**src/design/tsc_pkg.sv**
```systemverilog
// Shared constants and types for the touch sample conditioner.
`default_nettype none
package tsc_pkg;

    // Raw conversion width on the stream and in the calibration registers
    localparam int SAMPLE_W = 12;
    // Signed width of a coordinate after invert and smoothing
    localparam int COORD_W  = 13;
    // Screen point width
    localparam int POINT_W  = 16;

    // Serial divider geometry: product magnitude over a 12 bit divisor
    localparam int DIV_NUM_W     = 26;
    localparam int DIV_DEN_W     = 12;
    localparam int DIV_STEP_BITS = 2;
    localparam int DIV_CYCLES    = DIV_NUM_W / DIV_STEP_BITS;
    localparam int DIV_CNT_W     = $clog2(DIV_CYCLES);

    // Configuration port
    localparam int APB_ADDR_W = 5;
    localparam int APB_DATA_W = 32;
    localparam int REG_IDX_W  = 3;

    localparam logic [REG_IDX_W-1:0] REG_CAL_X_LOW   = 3'd0;
    localparam logic [REG_IDX_W-1:0] REG_CAL_X_HIGH  = 3'd1;
    localparam logic [REG_IDX_W-1:0] REG_CAL_Y_LOW   = 3'd2;
    localparam logic [REG_IDX_W-1:0] REG_CAL_Y_HIGH  = 3'd3;
    localparam logic [REG_IDX_W-1:0] REG_SCREEN_W    = 3'd4;
    localparam logic [REG_IDX_W-1:0] REG_SCREEN_H    = 3'd5;
    localparam logic [REG_IDX_W-1:0] REG_ORIENT      = 3'd6;

    // Orientation flag bits
    localparam int ORIENT_SWAP  = 0;
    localparam int ORIENT_INV_X = 1;
    localparam int ORIENT_INV_Y = 2;

    // Event kinds
    localparam logic [1:0] KIND_NONE     = 2'd0;
    localparam logic [1:0] KIND_TOUCHED  = 2'd1;
    localparam logic [1:0] KIND_RELEASED = 2'd2;

    // Handshake between sequencer and divider
    typedef struct packed {
        logic                 start;
        logic [DIV_NUM_W-1:0] dividend;
        logic [DIV_DEN_W-1:0] divisor;
    } div_req_t;

    typedef struct packed {
        logic                 done;
        logic [DIV_NUM_W-1:0] quotient;
    } div_rsp_t;

endpackage : tsc_pkg
`default_nettype wire

```
**src/design/tsc_div.sv**
```systemverilog
// Serial restoring divider, two quotient bits per cycle.
`default_nettype none
module tsc_div
    import tsc_pkg::*;
(
    input  wire logic     aclk,
    input  wire logic     aresetn,
    input  wire div_req_t req,
    output div_rsp_t      rsp
);

    logic [DIV_NUM_W-1:0] quo_reg, quo_next;
    logic [DIV_DEN_W-1:0] rem_reg, rem_next;
    logic [DIV_DEN_W-1:0] den_reg;
    logic [DIV_CNT_W-1:0] cnt_reg;
    logic                 busy_reg;
    logic                 done_reg;

    // Two shift, compare and subtract steps per cycle
    always_comb begin
        logic [DIV_DEN_W:0] trial;
        rem_next = rem_reg;
        quo_next = quo_reg;
        for (int i = 0; i < DIV_STEP_BITS; i++) begin
            trial    = {rem_next, quo_next[DIV_NUM_W-1]};
            quo_next = {quo_next[DIV_NUM_W-2:0], 1'b0};
            if (trial >= {1'b0, den_reg}) begin
                rem_next    = DIV_DEN_W'(trial - {1'b0, den_reg});
                quo_next[0] = 1'b1;
            end else begin
                rem_next = trial[DIV_DEN_W-1:0];
            end
        end
    end

    // Load on start, iterate while busy, pulse done after the last step
    always_ff @(posedge aclk) begin
        if (!aresetn) begin
            busy_reg <= 1'b0;
            done_reg <= 1'b0;
            cnt_reg  <= '0;
        end else begin
            done_reg <= 1'b0;
            if (req.start) begin
                busy_reg <= 1'b1;
                cnt_reg  <= DIV_CNT_W'(DIV_CYCLES - 1);
            end else if (busy_reg) begin
                if (cnt_reg == '0) begin
                    busy_reg <= 1'b0;
                    done_reg <= 1'b1;
                end else begin
                    cnt_reg <= cnt_reg - 1'b1;
                end
            end
        end
    end

    // Datapath registers
    always_ff @(posedge aclk) begin
        if (req.start) begin
            quo_reg <= req.dividend;
            rem_reg <= '0;
            den_reg <= req.divisor;
        end else if (busy_reg) begin
            quo_reg <= quo_next;
            rem_reg <= rem_next;
        end
    end

    assign rsp.done     = done_reg;
    assign rsp.quotient = quo_reg;

endmodule : tsc_div
`default_nettype wire

```
**src/design/touch_sample_conditioner.sv**
```systemverilog
// Flow: an accepted input word passes smoothing, then for each screen axis a multiply
// and a run of the serial divider (two quotient bits per cycle), before its result
// word is loaded into the output register that drives m_tdata.
// The input is not ready while a word is in work; a finished result waits in the
// output register while the next input word is taken.
// Reset: synchronous active-low aresetn restores calibration and filter state.
`default_nettype none
module touch_sample_conditioner
    import tsc_pkg::*;
#(
    parameter int SAMPLE_BITS = 12,
    parameter int PRESS_LEVEL = 400,
    parameter int LIFT_LEVEL  = 200
) (
    input  wire logic                  aclk,
    input  wire logic                  aresetn,
    // sample_x_a, sample_x_b, sample_x_c, sample_y_a, sample_y_b, sample_y_c,
    // pressure_a, pressure_b, pressure_c (12 bits each, from bit 0 up)
    input  wire logic [111:0]          s_tdata,
    input  wire logic                  s_tvalid,
    output logic                       s_tready,
    // point_x, point_y, touched_at_x, touched_at_y, released_at_x,
    // released_at_y (16 bits signed each, from bit 0 up)
    output logic [95:0]                m_tdata,
    // touching (bit 0), event_kind (bits 2:1)
    output logic [2:0]                 m_tuser,
    output logic                       m_tvalid,
    input  wire logic                  m_tready,
    input  wire logic                  psel,
    input  wire logic                  penable,
    input  wire logic                  pwrite,
    input  wire logic [APB_ADDR_W-1:0] paddr,
    input  wire logic [APB_DATA_W-1:0] pwdata,
    output logic [APB_DATA_W-1:0]      prdata,
    output logic                       pready
);

    typedef enum logic [5:0] {
        ST_IDLE   = 6'b000001,
        ST_PREP   = 6'b000010,
        ST_MUL    = 6'b000100,
        ST_DSTART = 6'b001000,
        ST_DWAIT  = 6'b010000,
        ST_OUT    = 6'b100000
    } state_t;

    localparam int PROD_W = 27;
    localparam logic [SAMPLE_W-1:0] SAMPLE_MASK =
        (SAMPLE_BITS >= SAMPLE_W) ? {SAMPLE_W{1'b1}}
                                  : SAMPLE_W'((32'd1 << SAMPLE_BITS) - 32'd1);
    localparam logic [SAMPLE_W:0] PRESS_LVL = (SAMPLE_W + 1)'(PRESS_LEVEL);
    localparam logic [SAMPLE_W:0] LIFT_LVL  = (SAMPLE_W + 1)'(LIFT_LEVEL);
    localparam logic [POINT_W-1:0] NO_POINT = {POINT_W{1'b1}};

    // Median of three by min and max
    function automatic logic [SAMPLE_W-1:0] mid3(input logic [SAMPLE_W-1:0] a,
                                                 input logic [SAMPLE_W-1:0] b,
                                                 input logic [SAMPLE_W-1:0] c);
        logic [SAMPLE_W-1:0] lo, hi, m;
        lo = (a < b) ? a : b;
        hi = (a < b) ? b : a;
        m  = (hi < c) ? hi : c;
        return (lo > m) ? lo : m;
    endfunction

    // Configuration registers
    logic [SAMPLE_W-1:0] cal_x_low_reg, cal_x_high_reg, cal_y_low_reg, cal_y_high_reg;
    logic [SAMPLE_W-1:0] screen_width_reg, screen_height_reg;
    logic [2:0]          orient_reg;

    // Sequencer and working registers
    state_t                     state_reg;
    logic                       axis_reg;
    logic signed [COORD_W-1:0]  x_reg, y_reg;
    logic [SAMPLE_W-1:0]        z_reg;
    logic signed [PROD_W-1:0]   prod_reg;
    logic [DIV_DEN_W-1:0]       den_reg;
    logic                       den_pos_reg;
    logic                       neg_reg;
    logic [POINT_W-1:0]         px_reg, py_reg;

    // Tracking state
    logic                       pressed_reg, pressed_next;
    logic signed [COORD_W-1:0]  smooth_x_reg, smooth_y_reg;
    logic [POINT_W-1:0]         start_x_reg, start_y_reg, end_x_reg, end_y_reg;
    logic [POINT_W-1:0]         start_x_next, start_y_next, end_x_next, end_y_next;
    logic [1:0]                 kind_next;

    // Output register
    logic [95:0]                out_tdata_reg;
    logic [2:0]                 out_tuser_reg;
    logic                       m_tvalid_reg;

    div_req_t div_req;
    div_rsp_t div_rsp;

    logic                       in_accept;
    logic                       out_load;
    logic                       cfg_write;
    logic [REG_IDX_W-1:0]       cfg_idx;
    logic [SAMPLE_W-1:0]        med_x, med_y, med_z;
    logic signed [COORD_W-1:0]  ox, oy;
    logic signed [COORD_W:0]    dx, dy, sum_x, sum_y;
    logic signed [COORD_W-1:0]  v_sel;
    logic [SAMPLE_W-1:0]        lo_sel, hi_sel, size_sel;
    logic signed [COORD_W:0]    diff;
    logic signed [COORD_W-1:0]  size_m1;
    logic signed [COORD_W-1:0]  den_full;
    logic [PROD_W-1:0]          prod_mag;
    logic [DIV_NUM_W-1:0]       qmag;
    logic [POINT_W-1:0]         q_sat;
    logic [POINT_W-1:0]         pt_x, pt_y;

    assign in_accept = s_tvalid && s_tready;
    assign s_tready  = (state_reg == ST_IDLE);
    assign out_load  = (state_reg == ST_OUT) && (!m_tvalid_reg || m_tready);
    assign pready    = 1'b1;
    assign cfg_write = psel && penable && pwrite && pready;
    assign cfg_idx   = paddr[APB_ADDR_W-1:2];

    // Write configuration registers
    always_ff @(posedge aclk) begin
        if (!aresetn) begin
            cal_x_low_reg     <= '0;
            cal_x_high_reg    <= {SAMPLE_W{1'b1}};
            cal_y_low_reg     <= '0;
            cal_y_high_reg    <= {SAMPLE_W{1'b1}};
            screen_width_reg  <= SAMPLE_W'(100);
            screen_height_reg <= SAMPLE_W'(100);
            orient_reg        <= '0;
        end else if (cfg_write) begin
            case (cfg_idx)
                REG_CAL_X_LOW:  cal_x_low_reg     <= pwdata[SAMPLE_W-1:0];
                REG_CAL_X_HIGH: cal_x_high_reg    <= pwdata[SAMPLE_W-1:0];
                REG_CAL_Y_LOW:  cal_y_low_reg     <= pwdata[SAMPLE_W-1:0];
                REG_CAL_Y_HIGH: cal_y_high_reg    <= pwdata[SAMPLE_W-1:0];
                REG_SCREEN_W:   screen_width_reg  <= pwdata[SAMPLE_W-1:0];
                REG_SCREEN_H:   screen_height_reg <= pwdata[SAMPLE_W-1:0];
                REG_ORIENT:     orient_reg        <= pwdata[2:0];
                default: ;
            endcase
        end
    end

    // Read back configuration registers
    always_comb begin
        case (cfg_idx)
            REG_CAL_X_LOW:  prdata = APB_DATA_W'(cal_x_low_reg);
            REG_CAL_X_HIGH: prdata = APB_DATA_W'(cal_x_high_reg);
            REG_CAL_Y_LOW:  prdata = APB_DATA_W'(cal_y_low_reg);
            REG_CAL_Y_HIGH: prdata = APB_DATA_W'(cal_y_high_reg);
            REG_SCREEN_W:   prdata = APB_DATA_W'(screen_width_reg);
            REG_SCREEN_H:   prdata = APB_DATA_W'(screen_height_reg);
            REG_ORIENT:     prdata = APB_DATA_W'(orient_reg);
            default:        prdata = '0;
        endcase
    end

    // Medians and invert of the incoming word
    always_comb begin
        med_x = mid3(s_tdata[11:0] & SAMPLE_MASK, s_tdata[23:12] & SAMPLE_MASK,
                     s_tdata[35:24] & SAMPLE_MASK);
        med_y = mid3(s_tdata[47:36] & SAMPLE_MASK, s_tdata[59:48] & SAMPLE_MASK,
                     s_tdata[71:60] & SAMPLE_MASK);
        med_z = mid3(s_tdata[83:72] & SAMPLE_MASK, s_tdata[95:84] & SAMPLE_MASK,
                     s_tdata[107:96] & SAMPLE_MASK);
        ox = orient_reg[ORIENT_INV_X] ? $signed({1'b0, cal_x_high_reg}) - $signed({1'b0, med_x})
                                      : $signed({1'b0, med_x});
        oy = orient_reg[ORIENT_INV_Y] ? $signed({1'b0, cal_y_high_reg}) - $signed({1'b0, med_y})
                                      : $signed({1'b0, med_y});
    end

    // Quarter-step smoothing toward the new sample, shift keeps the sign
    always_comb begin
        dx    = $signed({x_reg[COORD_W-1], x_reg})
              - $signed({smooth_x_reg[COORD_W-1], smooth_x_reg});
        dy    = $signed({y_reg[COORD_W-1], y_reg})
              - $signed({smooth_y_reg[COORD_W-1], smooth_y_reg});
        sum_x = $signed({smooth_x_reg[COORD_W-1], smooth_x_reg}) + (dx >>> 2);
        sum_y = $signed({smooth_y_reg[COORD_W-1], smooth_y_reg}) + (dy >>> 2);
    end

    // Operand selection for the current axis
    always_comb begin
        v_sel    = axis_reg ? y_reg : x_reg;
        lo_sel   = axis_reg ? cal_y_low_reg : cal_x_low_reg;
        hi_sel   = axis_reg ? cal_y_high_reg : cal_x_high_reg;
        size_sel = axis_reg ? screen_height_reg : screen_width_reg;
        diff     = {v_sel[COORD_W-1], v_sel} - $signed({2'b00, lo_sel});
        size_m1  = $signed({1'b0, size_sel}) - 13'sd1;
        den_full = $signed({1'b0, hi_sel}) - $signed({1'b0, lo_sel});
        prod_mag = prod_reg[PROD_W-1] ? PROD_W'(-prod_reg) : PROD_W'(prod_reg);
    end

    // Sign, saturate and zero on a non-positive divisor
    always_comb begin
        qmag = div_rsp.quotient;
        if (!den_pos_reg) begin
            q_sat = '0;
        end else if (!neg_reg) begin
            q_sat = (qmag > DIV_NUM_W'(32767)) ? 16'h7FFF : qmag[POINT_W-1:0];
        end else begin
            q_sat = (qmag > DIV_NUM_W'(32768)) ? 16'h8000 : POINT_W'(-qmag);
        end
    end

    assign div_req.start    = (state_reg == ST_DSTART);
    assign div_req.dividend = prod_mag[DIV_NUM_W-1:0];
    assign div_req.divisor  = den_reg;

    tsc_div u_div (
        .aclk    (aclk),
        .aresetn (aresetn),
        .req     (div_req),
        .rsp     (div_rsp)
    );

    // Press and lift decision with hysteresis
    always_comb begin
        pressed_next = pressed_reg;
        kind_next    = KIND_NONE;
        start_x_next = start_x_reg;
        start_y_next = start_y_reg;
        end_x_next   = end_x_reg;
        end_y_next   = end_y_reg;
        if (pressed_reg) begin
            if ({1'b0, z_reg} < LIFT_LVL) begin
                pressed_next = 1'b0;
                kind_next    = KIND_RELEASED;
                end_x_next   = px_reg;
                end_y_next   = py_reg;
            end
        end else if ({1'b0, z_reg} > PRESS_LVL) begin
            pressed_next = 1'b1;
            kind_next    = KIND_TOUCHED;
            start_x_next = px_reg;
            start_y_next = py_reg;
        end
        pt_x = pressed_next ? px_reg : NO_POINT;
        pt_y = pressed_next ? py_reg : NO_POINT;
    end

    // Sequencer and tracking state
    always_ff @(posedge aclk) begin
        if (!aresetn) begin
            state_reg    <= ST_IDLE;
            axis_reg     <= 1'b0;
            pressed_reg  <= 1'b0;
            smooth_x_reg <= '0;
            smooth_y_reg <= '0;
            start_x_reg  <= NO_POINT;
            start_y_reg  <= NO_POINT;
            end_x_reg    <= NO_POINT;
            end_y_reg    <= NO_POINT;
            m_tvalid_reg <= 1'b0;
        end else begin
            // Raise valid on a new result, drop it once the word is taken
            if (out_load) begin
                m_tvalid_reg <= 1'b1;
            end else if (m_tready) begin
                m_tvalid_reg <= 1'b0;
            end
            case (state_reg)
                ST_IDLE: begin
                    if (in_accept) begin
                        state_reg <= ST_PREP;
                    end
                end
                ST_PREP: begin
                    if (pressed_reg) begin
                        smooth_x_reg <= sum_x[COORD_W-1:0];
                        smooth_y_reg <= sum_y[COORD_W-1:0];
                    end
                    axis_reg  <= 1'b0;
                    state_reg <= ST_MUL;
                end
                ST_MUL: begin
                    state_reg <= ST_DSTART;
                end
                ST_DSTART: begin
                    state_reg <= ST_DWAIT;
                end
                ST_DWAIT: begin
                    if (div_rsp.done) begin
                        if (!axis_reg) begin
                            axis_reg  <= 1'b1;
                            state_reg <= ST_MUL;
                        end else begin
                            state_reg <= ST_OUT;
                        end
                    end
                end
                ST_OUT: begin
                    if (out_load) begin
                        pressed_reg  <= pressed_next;
                        start_x_reg  <= start_x_next;
                        start_y_reg  <= start_y_next;
                        end_x_reg    <= end_x_next;
                        end_y_reg    <= end_y_next;
                        if (kind_next == KIND_RELEASED) begin
                            smooth_x_reg <= '1;
                            smooth_y_reg <= '1;
                        end else if (kind_next == KIND_TOUCHED) begin
                            smooth_x_reg <= x_reg;
                            smooth_y_reg <= y_reg;
                        end
                        state_reg    <= ST_IDLE;
                    end
                end
                default: begin
                    state_reg <= ST_IDLE;
                end
            endcase
        end
    end

    // Working datapath registers
    always_ff @(posedge aclk) begin
        if (in_accept) begin
            x_reg <= orient_reg[ORIENT_SWAP] ? oy : ox;
            y_reg <= orient_reg[ORIENT_SWAP] ? ox : oy;
            z_reg <= med_z;
        end
        if ((state_reg == ST_PREP) && pressed_reg) begin
            x_reg <= sum_x[COORD_W-1:0];
            y_reg <= sum_y[COORD_W-1:0];
        end
        if (state_reg == ST_MUL) begin
            prod_reg    <= PROD_W'(diff * size_m1);
            den_reg     <= den_full[DIV_DEN_W-1:0];
            den_pos_reg <= !den_full[COORD_W-1] && (den_full != '0);
        end
        if (state_reg == ST_DSTART) begin
            neg_reg <= prod_reg[PROD_W-1];
        end
        if ((state_reg == ST_DWAIT) && div_rsp.done) begin
            if (axis_reg) begin
                py_reg <= q_sat;
            end else begin
                px_reg <= q_sat;
            end
        end
        if (out_load) begin
            out_tdata_reg <= {end_y_next, end_x_next, start_y_next, start_x_next, pt_y, pt_x};
            out_tuser_reg <= {kind_next, pressed_next};
        end
    end

    assign m_tdata  = out_tdata_reg;
    assign m_tuser  = out_tuser_reg;
    assign m_tvalid = m_tvalid_reg;

`ifndef SYNTHESIS
    // A released word never reports the screen as pressed
    assert property (@(posedge aclk) disable iff (!aresetn)
        m_tvalid |-> !(m_tuser[0] && (m_tuser[2:1] == KIND_RELEASED)))
        else $error("released word marked as touching");

    // Without touch the current point is minus one on both axes
    assert property (@(posedge aclk) disable iff (!aresetn)
        (m_tvalid && !m_tuser[0]) |-> (m_tdata[31:0] == 32'hFFFF_FFFF))
        else $error("idle word carries a point");

    // The divider only finishes while the sequencer waits for it
    assert property (@(posedge aclk) disable iff (!aresetn)
        div_rsp.done |-> (state_reg == ST_DWAIT))
        else $error("divider done outside wait state");

    // An accepted word moves the sequencer into smoothing
    assert property (@(posedge aclk) disable iff (!aresetn)
        in_accept |=> (state_reg == ST_PREP))
        else $error("accepted word did not start processing");

    // A touch start word always reports the screen as pressed
    assert property (@(posedge aclk) disable iff (!aresetn)
        (m_tvalid && (m_tuser[2:1] == KIND_TOUCHED)) |-> m_tuser[0])
        else $error("touch word not marked as touching");
`endif

endmodule : touch_sample_conditioner
`default_nettype wire

```
**config.mk**
```make
export PLATFORM = sky130hd
export DESIGN_NAME = touch_sample_conditioner
export DESIGN_NICKNAME = d
export VERILOG_FILES = /design/src/design/tsc_pkg.sv /design/src/design/tsc_div.sv /design/src/design/touch_sample_conditioner.sv
export SDC_FILE = /design/constraint.sdc
export NUM_CORES = 2
export LEC_CHECK = 0
export ABC_AREA = 0
export BUFFER_PORTS_ARGS = -buffer_cell sky130_fd_sc_hd__buf_2
export CAP_MARGIN = 20
export CORE_MARGIN = 1
export CORE_UTILIZATION = 40
export CTS_BUF_LIST = sky130_fd_sc_hd__clkbuf_8
export DETAILED_ROUTE_END_ITERATION = 8
export GPL_ROUTABILITY_DRIVEN = 1
export PLACE_DENSITY = 0.59
export SYNTH_ARGS = -nofsm -noshare
export SYNTH_HDL_FRONTEND = slang
export SYNTH_SLANG_ARGS = --single-unit
```
**constraint.sdc**
```tcl
create_clock -name aclk -period 16.7 [get_ports aclk]
set_clock_uncertainty 0.1 [all_clocks]
set_input_delay 5.01 -clock aclk [delete_from_list [all_inputs] [get_ports aclk]]
set_output_delay 5.01 -clock aclk [all_outputs]
set_load 0.05 [all_outputs]
```
[Word level (Yosys, flattened, before mapping)]
Index checks and enable logic that the tools add are counted.
Cells by class
  add/subtract/negate cells: 14
  $mul: 1
  order comparisons: 15
  equality and inequality tests: 20
  multiplexer cells: 76
  bitwise logic cells: 4
  reductions and logical operators: 35
Operators with widths (count)
  two-way mux 13 bit: 17
  two-way mux 12 bit: 17
  two-way mux 16 bit: 12
  case mux 12 bit (7 select lines): 1
  two-way mux 26 bit: 3
  < comparator 12 bit: 6
  case mux 13 bit (2 select lines): 2
  subtractor 13 x 13 -> 14 bit: 3
  subtractor 12 x 12 -> 13 bit: 3
  greater-than comparator 12 bit: 3
  case mux 6 bit (6 select lines): 1
  multiplier 14 x 13 -> 27 bit: 1
  adder 13 x 12 -> 13 bit: 2
  >= comparator 13 x 12 -> 1 bit: 2
  greater-than comparator 26 x 15 -> 1 bit (second input constant): 1
  greater-than comparator 26 x 16 -> 1 bit (second input constant): 1
  negator 26 bit: 1
  AND reduction 2 bit: 13
  two-way mux 6 bit: 4
  subtractor 12 bit: 2
  negator 16 bit: 1
  two-way mux 1 bit: 13
  nonzero test 13 bit: 1
  subtractor 12 x 1 -> 13 bit (second input constant): 1
  31 further kinds: 54
Word-level totals
  flip-flop bits (word level): 440
  input bits: 156
  output and inout bits: 134
  word-level logic and storage cells: 201

[Logic depth before layout (Yosys ltp)]
  depth in word-level cells: 11
  mapped depth: 46
  depth with buffers taken out: 39

[By module]
A second synthesis with hierarchy kept.
Unflattened totals
  cells, all modules: 3984
  area, all modules: 36209.7 µm²
Modules (own cells, without submodules)
  touch_sample_conditioner: instances 1, cells each 3642, area each 32503.7 µm², seq. area each 9789.4 µm²
  tsc_div: instances 1, cells each 342, area each 3706.1 µm², seq. area each 1501.4 µm²

[Worst setup path before layout]
OpenSTA, ideal clock, no wires.
  kind: input to register
  start point: in s_tdata[59]
  end point: reg x_reg[9], data pin
  setup time: 0.256 ns
  arrival: 13.988 ns
  required time: 16.344 ns
  setup slack: 2.355 ns
  cell stages on the path: 44
  buffers on the path: 7
  path through: inv_1 ha_1 nand4_1 or3_1 o32a_2 nand2_2 buf_2 clkbuf_1 clkbuf_1 o21ai_0 ha_1 a21oi_1 o21ai_0 a221oi_1 o21ai_0 and3_1 buf_2 clkbuf_1 [8 not listed] o311ai_2 o31a_1 clkbuf_1 nand2_1 o21ai_0 inv_1 ha_1 a21o_1 nand2_1 nor4_1 a211oi_1 a22o_1 o2111ai_1 o2111ai_2 o211a_1 o41ai_2 nand3b_1 a22o_1
On the way
  longest elaborated chain between the ends: 11
  elaborated cells on any way between the ends: 12
  those cells by class: add/sub (1); order compare (3); mux (8)
RTL lines
  start, declared: RTL line touch_sample_conditioner.sv:19  | input wire logic [111:0] s_tdata,
  < comparator 12 bit: RTL line touch_sample_conditioner.sv:60, touch_sample_conditioner.sv:61
  two-way mux 12 bit: RTL line touch_sample_conditioner.sv:61  | hi = (a < b) ? b : a;
  < comparator 12 bit: RTL line touch_sample_conditioner.sv:62  | m = (hi < c) ? hi : c;
  two-way mux 12 bit: RTL line touch_sample_conditioner.sv:62
  greater-than comparator 12 bit: RTL line touch_sample_conditioner.sv:63  | return (lo > m) ? lo : m;
  two-way mux 12 bit (*): RTL line touch_sample_conditioner.sv:63
  subtractor 12 x 12 -> 13 bit: RTL line touch_sample_conditioner.sv:169  | oy = orient_reg[ORIENT_INV_Y] ? $signed({1'b0, cal_y_high_reg}) - $signed({1'b0, med_y})
  two-way mux 13 bit (*): RTL line touch_sample_conditioner.sv:169
  two-way mux 13 bit (*): RTL line touch_sample_conditioner.sv:320  | x_reg <= orient_reg[ORIENT_SWAP] ? oy : ox;
  two-way mux 13 bit (*): RTL line touch_sample_conditioner.sv:319  | if (in_accept) begin
  two-way mux 13 bit (*): RTL line touch_sample_conditioner.sv:324  | if ((state_reg == ST_PREP) && pressed_reg) begin
  end signal, assigned: RTL line touch_sample_conditioner.sv:320
  end signal, assigned: RTL line touch_sample_conditioner.sv:325  | x_reg <= sum_x[COORD_W-1:0];
  end, declared: RTL line touch_sample_conditioner.sv:74  | logic signed [COORD_W-1:0] x_reg, y_reg;
Every way passes the cells marked *; elsewhere a longest branch is shown, timed or not. The select of a mux whose other input is x is not followed.
A chain may end at the register's enable or synchronous reset.

[Final worst setup path]
  start point: in s_tdata[47]
  end point: reg y_reg[11], data pin
On the way
  longest elaborated chain between the ends: 11
  elaborated cells on any way between the ends: 12
  those cells by class: add/sub (1); order compare (3); mux (8)
RTL lines
  < comparator 12 bit: RTL line touch_sample_conditioner.sv:60, touch_sample_conditioner.sv:61
  two-way mux 12 bit: RTL line touch_sample_conditioner.sv:61
  < comparator 12 bit: RTL line touch_sample_conditioner.sv:62
  two-way mux 12 bit: RTL line touch_sample_conditioner.sv:62
  greater-than comparator 12 bit: RTL line touch_sample_conditioner.sv:63
  two-way mux 12 bit (*): RTL line touch_sample_conditioner.sv:63
  subtractor 12 x 12 -> 13 bit: RTL line touch_sample_conditioner.sv:169
  two-way mux 13 bit (*): RTL line touch_sample_conditioner.sv:169
  two-way mux 13 bit (*): RTL line touch_sample_conditioner.sv:321  | y_reg <= orient_reg[ORIENT_SWAP] ? ox : oy;
  two-way mux 13 bit (*): RTL line touch_sample_conditioner.sv:319
  two-way mux 13 bit (*): RTL line touch_sample_conditioner.sv:324
  end signal, assigned: RTL line touch_sample_conditioner.sv:321
  end signal, assigned: RTL line touch_sample_conditioner.sv:326  | y_reg <= sum_y[COORD_W-1:0];
  end, declared: RTL line touch_sample_conditioner.sv:74
Marks and branches as above.

==> flow_metrics.env <==
export IMPL_vias_per_cell=5.258
export IMPL_drtIter0Drc=1936
export IMPL_grt_overflow=0
export IMPL_largest_register_ff_count=96
export IMPL_worstPathArrival_ps=15230
export IMPL_yosys_cell_types_count=108
export IMPL_routed_wl_mm=94.54
export IMPL_fin_crit_sh=0.8951
export IMPL_cts_sinks=440
export IMPL_drv_cap=0
export IMPL_clk_latency_ps=700
export IMPL_critical_path_depth=37
export IMPL_hp_start="den_reg[3]"
export IMPL_whs_endpoint="u_div.den_reg[3]"
export IMPL_nets=4904
export IMPL_setup_viol=0
export IMPL_grt_pass1_wl_mm=151.2
export IMPL_initial_core_util=0.4050
export IMPL_ys_seq_area_frac=0.3150
export IMPL_die_y_um=301.4
export IMPL_path_max_fanout=33
export IMPL_p_total_mw=7.153
export IMPL_crit_type="primary input to register"
export IMPL_tightest_slew_ps=1039
export IMPL_ctsHoldBuffers=0
export IMPL_synth_edff_count=248
export IMPL_drive_gt1_frac=0.1241
export IMPL_slew_violations=0
export IMPL_synth_top_cell_area_share=0.2077
export IMPL_synthArstFlopShare=0
export IMPL_yosys_area_share_simple=0.1948
export IMPL_outcome="finished, violations left"
export IMPL_post_cts_setup_buffers=0
export IMPL_p_leak_nw=17.27
export IMPL_tns_ps=0
export IMPL_ys_warn_count=0
export IMPL_cts_buffer_depth=3
export IMPL_hold_path_class="register to register"
export IMPL_hold_viol=0
export IMPL_powerDensity_mw_per_mm2=180.0
export IMPL_layout_common_cells="nand2_1, inv_1, ha_1, edfxtp_1, buf_2"
export IMPL_synth_top_cells_by_area="edfxtp_1, dfxtp_1, fa_1"
export IMPL_antenna_found_initial=5
export IMPL_grt_setup_unrepaired="false"
export IMPL_dieArea_mm2=0.09082
export IMPL_clk_pin_slew_ps=60
export IMPL_worstReg2RegStart="axis_reg"
export IMPL_regToRegEndpoint="prod_reg[25]"
export IMPL_globalplace_congestion=0.8891
export IMPL_cp_start_kind="primary input"
export IMPL_synth_compound_area_frac=0.1453
export IMPL_num_vias=29020
export IMPL_fmax_mhz=66.90
export IMPL_crit_path_max_incr_delay_ps=730
export IMPL_post_dp_cell_area_mm2=0.03810
export IMPL_cp_end_kind="register"
export IMPL_numCtsBuffers=80
export IMPL_synthXorXnorAreaFrac=0.03909
export IMPL_synthMuxAreaShare=0.04408
export IMPL_synth_area_per_cell_um2=8.744
export IMPL_cts_resized=0
export IMPL_h_tree_depth=3
export IMPL_final_cell_area_mm2=0.03974
export IMPL_hold_path_depth=0
export IMPL_syn_to_final_growth_pct=10.86
export IMPL_syn_inst=4100
export IMPL_syn_area_mm2=0.03585
export IMPL_rr_worst_depth=37
export IMPL_synth_top_cell_by_area="edfxtp_1"
export IMPL_synthFlopType="edfxtp_1"
export IMPL_ff2ff_setup_slack_ps=5900
export IMPL_io_pins=290
export IMPL_io_buffers=242
export IMPL_required_ps=16980
export IMPL_violations="DRC"
export IMPL_critPathSlowestCell="o311ai_2"
export IMPL_final_common_cell="nand2_1"
export IMPL_slew_headroom=0.3070
export IMPL_cts_root_buf="clkbuf_8"
export IMPL_track_usage=0.2090
export IMPL_synth_seq_cells=440
export IMPL_path_delay_family="compound AO/OA/AOI/OAI gates"
export IMPL_cts_tree="built"
export IMPL_synth_fa_ha_area_frac=0.1993
export IMPL_grt_max_degree=99
export IMPL_coreArea_mm2=0.08851
export IMPL_wire_per_inst_um=17.13
export IMPL_min_period_ps=14950
export IMPL_core_rowCount=109
export IMPL_drc_errors=49
export IMPL_ir_drop_v=0.0003435
export IMPL_layoutNonFillerInstCount=5519
export IMPL_dp_cells=5368
export IMPL_drt_pass1_iterations=7
export IMPL_first_global_vias=27870
export IMPL_final_antenna_net_count=0
export IMPL_die_w_um=301.4
export IMPL_synth_top_family_by_area="adder cells"
export IMPL_cp_num_buf_inv=2
export IMPL_cpMostUsedCell="o21ai_0"
export IMPL_hpwl_mm=71.87
## area by class of cell
cell class | instances | area (um2)
Inverter | 374 | 1409
Timing Repair Buffer | 282 | 1521
Fill cell | 8700 | 48770
Multi-Input combinational cell | 3109 | 22440
Sequential cell | 440 | 11290
Antenna cell | 3 | 7.507
Clock inverter | 59 | 414.1
Clock buffer | 87 | 1197
Tap cell | 1165 | 1458
## through the flow
step / hold WS [ps] / setup slack, ps / util
after detailed placement: 304.5 / 1144 / 0.4305
after global routing: 333.8 / 690.2 / 0.4490
after floorplan: 300.3 / 2355 / -
final: 318.6 / 1751 / 0.4490
after global placement: 304.7 / 1247 / 0.4305
after CTS: 318.9 / 1826 / 0.4487
## logic make-up (layout without fill, tap and decap cells)
logic type,count (synthesis),after routing
xor+xnor,160,160
fa+ha+maj,462,462
compound gates,780,780
other cells,2,24
flops,440,440
buf+inv,570,802
simple gates,1538,1538
mux,148,148
## metal layers
metal | wire length, um | vias to the layer above | GRT usage | part of all wire
met2 | 43170 | 814 | 0.3407 | 0.46
met3 | 5680 | 165 | 0.03372 | 0.060
met5 | 20 | - | 0 | 0.00021
met4 | 2782 | 4 | 0.06913 | 0.029
met1 | 42880 | 13590 | 0.2810 | 0.45
li1 | - | 14450 | - | -
## synthesized netlist by cell type (all sizes together) (32+ instances only)
cell	number
or2	48
ha	279
dfxtp	192
nand2	773
nor3	82
mux2i	96
a21o	47
nor2	239
nand3	115
a21oi	175
nand2b	57
nor2b	74
o21a	45
fa	182
o21ai	191
a21boi	63
mux2	50
o211ai	35
inv	371
buf	42
a211oi	32
clkbuf	154
edfxtp	248
xnor2	101
xor2	59
## power by group
| group | total (mW) | switching, mW | internal (mW) |
|---|---|---|---|
| clock network | 1.04 | 0.491 | 0.552 |
| logic | 4.66 | 2.66 | 2.00 |
| registers | 1.45 | 0.0302 | 1.42 |
## how the worst max path moves through the flow
| stage | slack (ps) | end | start |
|---|---|---|---|
| detailed placement | 1140 | y_reg[11] | s_tdata[59] |
| global route | 690 | y_reg[11] | s_tdata[47] |
| global placement | 1250 | x_reg[9] | s_tdata[47] |
| floorplan | 2360 | x_reg[9] | s_tdata[59] |
| CTS | 1830 | y_reg[11] | s_tdata[59] |
| finish | 1750 | y_reg[11] | s_tdata[47] |
Power figures use the tool's default switching activity.
